### config.mk
export PLATFORM = sky130hd
export DESIGN_NAME = pim_mem_mode_switch_policy
export DESIGN_NICKNAME = d
export VERILOG_FILES = /design/src/hw/rtl/pmms_pkg.sv /design/src/hw/rtl/pim_mem_mode_switch_policy.sv
export SDC_FILE = /design/constraint.sdc
export NUM_CORES = 2
export LEC_CHECK = 0
export ABC_AREA = 1
export BUFFER_PORTS_ARGS = -buffer_cell sky130_fd_sc_hd__buf_4
export CAP_MARGIN = 15
export CORE_MARGIN = 2
export CORE_UTILIZATION = 60
export CTS_BUF_LIST = sky130_fd_sc_hd__clkbuf_16
export DETAILED_ROUTE_END_ITERATION = 8
export PLACE_DENSITY = 0.77
export SLEW_MARGIN = 40
export SYNTH_ARGS = -nofsm -noshare
export SYNTH_HDL_FRONTEND = slang
export SYNTH_SLANG_ARGS = --single-unit
### constraint.sdc
create_clock -name clk -period 17.7 [get_ports clk]
set_clock_uncertainty 0.2 [all_clocks]
set_input_delay 1.77 -clock clk [delete_from_list [all_inputs] [get_ports clk]]
set_output_delay 1.77 -clock clk [all_outputs]
set_load 0.02 [all_outputs]
### src/hw/rtl/pmms_pkg.sv
package pmms_pkg;

  // Fixed widths of the transaction fields
  localparam int MODE_BITS  = 2;
  localparam int FIELD_BITS = 48;
  localparam int SW_BITS    = 2;
  localparam int MIN_BITS   = 16;
  localparam int SLOW_BITS  = 8;
  localparam int CFG_IDX_BITS = 1;
  localparam int CFG_DATA_BITS = 16;

  // Event kinds carried by in_mode; code 3 is unused and changes nothing
  typedef enum logic [MODE_BITS-1:0] {
    EV_EVAL    = 2'd0,
    EV_MEM_ISS = 2'd1,
    EV_PIM_ISS = 2'd2
  } event_t;

  // Switch report codes
  typedef enum logic [SW_BITS-1:0] {
    SW_NONE   = 2'd0,
    SW_TO_MEM = 2'd1,
    SW_TO_PIM = 2'd2
  } switch_t;

  // Configuration register indexes
  localparam logic [CFG_IDX_BITS-1:0] REG_MIN_PIM  = 1'b0;
  localparam logic [CFG_IDX_BITS-1:0] REG_SLOWDOWN = 1'b1;

  localparam logic [MIN_BITS-1:0]  MIN_PIM_RST  = 16'd8;
  localparam logic [SLOW_BITS-1:0] SLOWDOWN_RST = 8'd1;

endpackage

### src/hw/rtl/pim_mem_mode_switch_policy.sv
// Pipeline: an accepted transaction is captured in the input register, and its result
//   is registered once the result slot is free. One transaction per cycle unless
//   out_ready stalls; the decision logic (subtract, 48 by 8 bit multiply, saturating
//   add) sits in one stage between input and result registers.
// Reset: synchronous, active low; clears both stages, the mode state and restores the
//   configuration registers to min_pim_requests = 8, slowdown_factor = 1.
module pim_mem_mode_switch_policy #(
  parameter int CYCLE_BITS = 48,
  parameter int COUNT_BITS = 16
) (
  input  logic                              clk,
  input  logic                              rst_n,
  // configuration write port
  input  logic                              cfg_wr_en,
  input  logic [pmms_pkg::CFG_IDX_BITS-1:0] cfg_index,
  input  logic [pmms_pkg::CFG_DATA_BITS-1:0] cfg_wdata,
  // event input channel
  input  logic                              in_valid,
  output logic                              in_ready,
  input  logic [pmms_pkg::MODE_BITS-1:0]    in_mode,
  input  logic [pmms_pkg::FIELD_BITS-1:0]   in_cycle,
  input  logic                              in_have_mem,
  input  logic                              in_have_pim,
  // result channel
  output logic                              out_valid,
  input  logic                              out_ready,
  output logic                              out_pim_active,
  output logic [pmms_pkg::SW_BITS-1:0]      out_switch_event,
  output logic [pmms_pkg::FIELD_BITS-1:0]   out_closed_batch_time,
  output logic                              out_wasted_valid,
  output logic [pmms_pkg::FIELD_BITS-1:0]   out_wasted_cycles
);
  import pmms_pkg::*;

  localparam int PROD_BITS = CYCLE_BITS + SLOW_BITS;
  localparam int CMP_BITS  = (COUNT_BITS > MIN_BITS) ? COUNT_BITS : MIN_BITS;

  // Configuration registers
  logic [MIN_BITS-1:0]  min_pim_r;
  logic [SLOW_BITS-1:0] slowdown_r;

  // Input register stage
  logic                  s1_valid_r;
  logic [MODE_BITS-1:0]  s1_mode_r;
  logic [CYCLE_BITS-1:0] s1_cycle_r;
  logic                  s1_mem_r;
  logic                  s1_pim_r;

  // Policy state
  logic                  pim_act_r,   pim_act_nxt;
  logic [COUNT_BITS-1:0] pim_cnt_r,   pim_cnt_nxt;
  logic [CYCLE_BITS-1:0] pim_beg_r,   pim_beg_nxt;
  logic [CYCLE_BITS-1:0] pim_len_r,   pim_len_nxt;
  logic [CYCLE_BITS-1:0] mem_dl_r,    mem_dl_nxt;
  logic [CYCLE_BITS-1:0] mem_beg_r,   mem_beg_nxt;

  // Result register stage
  logic                  out_valid_r;
  logic                  o_act_r,    o_act_nxt;
  logic [SW_BITS-1:0]    o_sw_r,     o_sw_nxt;
  logic [CYCLE_BITS-1:0] o_closed_r, o_closed_nxt;
  logic                  o_wv_r,     o_wv_nxt;
  logic [CYCLE_BITS-1:0] o_wasted_r, o_wasted_nxt;

  // Handshake: the input register drains into the result register when the
  // result slot is free or being taken this cycle.
  logic advance;
  assign advance  = s1_valid_r && (!out_valid_r || out_ready);
  assign in_ready = !s1_valid_r || advance;

  // Datapath pieces
  logic [CMP_BITS-1:0]   cnt_w, min_w;
  logic [CYCLE_BITS-1:0] pim_dur, mem_dur, len_eval, prod_sat, deadline;
  logic [PROD_BITS-1:0]  prod_full;
  logic [CYCLE_BITS:0]   dl_sum;
  logic                  cnt_le_min, cnt_ge_min;

  assign cnt_w      = CMP_BITS'(pim_cnt_r);
  assign min_w      = CMP_BITS'(min_pim_r);
  assign cnt_le_min = (cnt_w <= min_w);
  assign cnt_ge_min = (cnt_w >= min_w);

  // Batch durations wrap modulo 2^CYCLE_BITS, also against a zero begin time
  assign pim_dur  = s1_cycle_r - pim_beg_r;
  assign mem_dur  = s1_cycle_r - mem_beg_r;
  // Batch length is only refreshed while the minimum count has not been passed
  assign len_eval = cnt_le_min ? pim_dur : pim_len_r;

  // Deadline = cycle + slowdown * length, product and sum both saturate
  assign prod_full = PROD_BITS'(len_eval) * PROD_BITS'(slowdown_r);
  assign prod_sat  = (|prod_full[PROD_BITS-1:CYCLE_BITS]) ? '1
                                                           : prod_full[CYCLE_BITS-1:0];
  assign dl_sum    = {1'b0, s1_cycle_r} + {1'b0, prod_sat};
  assign deadline  = dl_sum[CYCLE_BITS] ? '1 : dl_sum[CYCLE_BITS-1:0];

  always_comb begin
    pim_act_nxt  = pim_act_r;
    pim_cnt_nxt  = pim_cnt_r;
    pim_beg_nxt  = pim_beg_r;
    pim_len_nxt  = pim_len_r;
    mem_dl_nxt   = mem_dl_r;
    mem_beg_nxt  = mem_beg_r;
    o_sw_nxt     = SW_NONE;
    o_closed_nxt = '0;
    o_wv_nxt     = 1'b0;
    o_wasted_nxt = '0;
    case (s1_mode_r)
      EV_EVAL: begin
        if (pim_act_r) begin
          pim_len_nxt = len_eval;
          // leave PIM mode once enough PIMs ran or PIM queue dried up, if memory work waits
          if ((cnt_ge_min || !s1_pim_r) && s1_mem_r) begin
            o_closed_nxt = pim_dur;
            mem_dl_nxt   = deadline;
            pim_cnt_nxt  = '0;
            pim_beg_nxt  = '0;
            pim_len_nxt  = '0;
            pim_act_nxt  = 1'b0;
            o_sw_nxt     = SW_TO_MEM;
          end
        end else begin
          // back to PIM once the memory budget ran out or memory work is gone, if PIM work waits
          if (((s1_cycle_r > mem_dl_r) || !s1_mem_r) && s1_pim_r) begin
            pim_act_nxt  = 1'b1;
            o_sw_nxt     = SW_TO_PIM;
            o_closed_nxt = mem_dur;
            mem_beg_nxt  = '0;
            if (s1_cycle_r < mem_dl_r) begin
              o_wv_nxt     = 1'b1;
              o_wasted_nxt = mem_dl_r - s1_cycle_r;
            end
          end
        end
      end
      EV_MEM_ISS: begin
        if (mem_beg_r == '0) begin
          mem_beg_nxt = s1_cycle_r;
        end
      end
      EV_PIM_ISS: begin
        if (pim_beg_r == '0) begin
          pim_beg_nxt = s1_cycle_r;
        end
        if (pim_cnt_r != '1) begin
          pim_cnt_nxt = pim_cnt_r + 1'b1;
        end
      end
      default: begin
        // unused code: report current mode only
      end
    endcase
    o_act_nxt = pim_act_nxt;
  end

  // Control, state and configuration
  always_ff @(posedge clk) begin
    if (!rst_n) begin
      min_pim_r   <= MIN_PIM_RST;
      slowdown_r  <= SLOWDOWN_RST;
      s1_valid_r  <= 1'b0;
      out_valid_r <= 1'b0;
      pim_act_r   <= 1'b0;
      pim_cnt_r   <= '0;
      pim_beg_r   <= '0;
      pim_len_r   <= '0;
      mem_dl_r    <= '0;
      mem_beg_r   <= '0;
    end else begin
      if (cfg_wr_en) begin
        case (cfg_index)
          REG_MIN_PIM:  min_pim_r  <= cfg_wdata[MIN_BITS-1:0];
          REG_SLOWDOWN: slowdown_r <= cfg_wdata[SLOW_BITS-1:0];
          default: begin
          end
        endcase
      end
      if (in_ready) begin
        s1_valid_r <= in_valid;
      end
      if (advance) begin
        out_valid_r <= 1'b1;
        pim_act_r   <= pim_act_nxt;
        pim_cnt_r   <= pim_cnt_nxt;
        pim_beg_r   <= pim_beg_nxt;
        pim_len_r   <= pim_len_nxt;
        mem_dl_r    <= mem_dl_nxt;
        mem_beg_r   <= mem_beg_nxt;
      end else if (out_ready) begin
        out_valid_r <= 1'b0;
      end
    end
  end

  // Payload registers
  always_ff @(posedge clk) begin
    if (in_ready && in_valid) begin
      s1_mode_r  <= in_mode;
      s1_cycle_r <= CYCLE_BITS'(in_cycle);
      s1_mem_r   <= in_have_mem;
      s1_pim_r   <= in_have_pim;
    end
    if (advance) begin
      o_act_r    <= o_act_nxt;
      o_sw_r     <= o_sw_nxt;
      o_closed_r <= o_closed_nxt;
      o_wv_r     <= o_wv_nxt;
      o_wasted_r <= o_wasted_nxt;
    end
  end

  assign out_valid             = out_valid_r;
  assign out_pim_active        = o_act_r;
  assign out_switch_event      = o_sw_r;
  assign out_closed_batch_time = FIELD_BITS'(o_closed_r);
  assign out_wasted_valid      = o_wv_r;
  assign out_wasted_cycles     = FIELD_BITS'(o_wasted_r);

endmodule

==> out/qor.txt <==
CP max stage delay -> 0.84 ns
Number of global-route vias before repair -> 43100
Final hold violation count -> 0
Worst-Margin Slew -> 0.884 ns
Largest net degree at the start of global routing -> 88
Die height -> 273 um
Share of the synthesized area in the top cell type -> 0.143
Synthesized area -> 0.0435 sq mm
Grt ovf -> 0
Sequential share of the synthesized area -> 0.213
CTS tree -> done
P_int -> 2.65 mW
Tcrit/Tclk final -> 0.694
Finished Core Util -> 0.658
Yosys warns -> 0
Final wirelength -> 175000 um
Post-synth EDFFs -> 152
First-pass GRT wire length -> 259000 um
Most numerous cell in the Yosys netlist -> nand2_1
# clock sinks -> 387
CP Class -> register to register
Power density cells -> 126 mW/mm^2
WP buf/inv -> 7
Fill count -> 6389
Hold WC Path Type -> register to register
Initial DRC Count -> 6304
Critical path required time -> 18.02 ns
Deepest clock path buffer count -> 3
Placed cell area -> 0.0456 sq mm
WP data arrival -> 12.59 ns
Synth cell count leaders -> nand2_1 (1657), inv_1 (1163), nor2_1 (954)
Post-CTS Hold Buffers -> 0
Crit Path Max Fanout -> 48
Leak -> 22.9 nW
Max Cap Violations -> 0
Setup TNS -> 0 ns
Share of power burned in registers -> 0.167
Root Buffer -> clkbuf_16
Peak supply drop -> 0.116 mV
Area Growth Syn to Fin -> 8.40%
Top cells by area, synth -> nand2_1 (14%), fa_1 (13%), dfxtp_1 (11%)
CP Launch Type -> register
Critical Path Sink Type -> register
Inserted Clock Buffers -> 45
CP top delay family -> simple AND/OR/NAND/NOR gates
Crit path top cell by count -> nand2_1
Die area -> 0.0746 sq mm
Synthesized area per cell -> 6.59 sq um
Yosys reg bits -> 387
Unrepaired setup endpoints after global routing -> no
All-Layer GR Usage -> 0.459
GPL Wtd Cong -> 1.09
Clock transition at path regs -> 0.06 ns
Max Clk Rate -> 0.0815 GHz
Syn Nets -> 7235
Slowest-stage cell, CP -> edfxtp_1
Combinational share of power -> 0.666
Layout cells sized above 1 -> 0.0715
Clk_lat worst skew -> 0.64 ns
Async S/R FF share, synth -> 0
Outcome -> complete, no violations
Post-CTS Setup Repair Bufs -> 0
Resize count post-CTS -> 0
Cell taking the most area after synthesis -> nand2_1
Sw Ratio -> 0.552
Initial Util -> 0.607
DRC viols -> 0
Via count -> 46000
Clock share of power -> 0.167
H-tree depth -> 2
Chip width -> 273 um
Period minus WS final -> 12.28 ns
Distinct cells, synth -> 50
Std-Cell Rows -> 98
I/O pin count -> 176
Initial antenna violation count -> 6
Mapped Cells -> 6595
Max-Slew Margin vs Limit -> 0.411
DP HPWL -> 139000 um
Final Max Tran Viols -> 0
Area of the core -> 0.0716 sq mm
Sw Pwr -> 3.27 mW
Final #Nets -> 7342
PortBufs -> 175
Post-route design area -> 0.0471 sq mm
Drt pass-1 iters -> 7
Synth Flop Type -> dfxtp_1
Setup Viol. Count Final -> 0
Vias per cell -> 5.98
Drt wl/cell -> 22.7 um
Post-DRT Antenna Nets -> 0
layout make-up:
cell class              instances  area (sq um)  share of cell area
well taps                     950          1190              0.0252
inverters                    1213          4570              0.0969
clock inverters                38           393             0.00834
flip-flops and latches        387          9270               0.197
repair buffers                226          1700              0.0360
clock buffers                  45          1130              0.0239
diodes                          2          5.00            0.000106
multi-input cells            4829         28900               0.613
cell families after synthesis:
family	share of synthesized area
simple gates	0.314
xor+xnor	0.0334
flops	0.213
compound gates	0.105
fa+ha+maj	0.211
buf+inv	0.124
power by group through the flow:
stage	clock [mW]	sequential (mW)	combinational (mW)
2_1_floorplan	0	1.01	2.48
3_3_place_gp	0	1.00	3.73
6_report	0.985	0.988	3.94
4_1_cts	0.977	0.986	3.77
3_5_place_dp	0	1.00	3.73
5_1_grt	1.01	0.988	4.20
metal layers:
| layer | part of all wire | track usage | wire length (um) |
|---|---|---|---|
| met3 | 0.14 | 0.140 | 24000 |
| met4 | 0.064 | 0.230 | 11200 |
| met2 | 0.41 | 0.673 | 71700 |
| met1 | 0.39 | 0.613 | 67400 |
| met5 | 0.00079 | 0.00770 | 137 |
worst min-delay path: cells and delay by family, from the launching register on:
family | cells | cell delay [ns]
simple gates | 1 | 0.06
flops | 1 | 0.31
compound gates | 1 | 0.05
state kept, by name (all words and copies together), names as in the netlist:
register	count
mem_beg_r	48
mem_dl_r	48
out_closed_batch_time	48
out_wasted_cycles	48
pim_beg_r	48
pim_len_r	48
s1_cycle_r	48
cnt_w	16
min_pim_r	16
slowdown_r	8
out_switch_event	2
s1_mode_r	2
out_pim_active	1
out_valid	1
out_wasted_valid	1
pim_act_r	1
s1_mem_r	1
s1_pim_r	1
s1_valid_r	1
path summary, 6_finish.rpt:
kind	start	to	slack [ns]	cells past startpoint
setup / recovery	s1_cycle_r[1]	mem_dl_r[3]	5.42	50
hold / removal	pim_len_r[24]	pim_len_r[24]	0.26	2
setup reg to reg	s1_cycle_r[1]	mem_dl_r[3]	5.42	50
hold reg to reg	pim_len_r[24]	pim_len_r[24]	0.26	2
placed cells by master, fill, tap and decap left out, types with 104 or more instances in the layout:
| cell | netlist | final |
|---|---|---|
| o21ai_0 | 248 | 248 |
| nand2_1 | 1657 | 1654 |
| xor2_1 | 104 | 104 |
| nand3_1 | 273 | 273 |
| ha_1 | 286 | 286 |
| nand4_1 | 166 | 166 |
| dfxtp_1 | 235 | 234 |
| fa_1 | 280 | 280 |
| edfxtp_1 | 152 | 152 |
| a21oi_1 | 424 | 423 |
| inv_1 | 1163 | 1173 |
| buf_4 | 8 | 226 |
| nor2_1 | 954 | 953 |
through the flow:
stage | std cells | hold slack (ns) | power, mW | setup slack [ns]
final | 7690 | 0.264 | 5.92 | 5.42
after global routing | 7689 | 0.277 | 6.20 | 5.07
after CTS | 7688 | 0.261 | 5.73 | 5.96
after detailed placement | 7605 | 0.253 | 4.73 | 6.11
after global placement | 7605 | 0.246 | 4.73 | 6.12
after floorplan | 6595 | 0.235 | 3.49 | 9.53
Power figures use the tool's default switching activity.
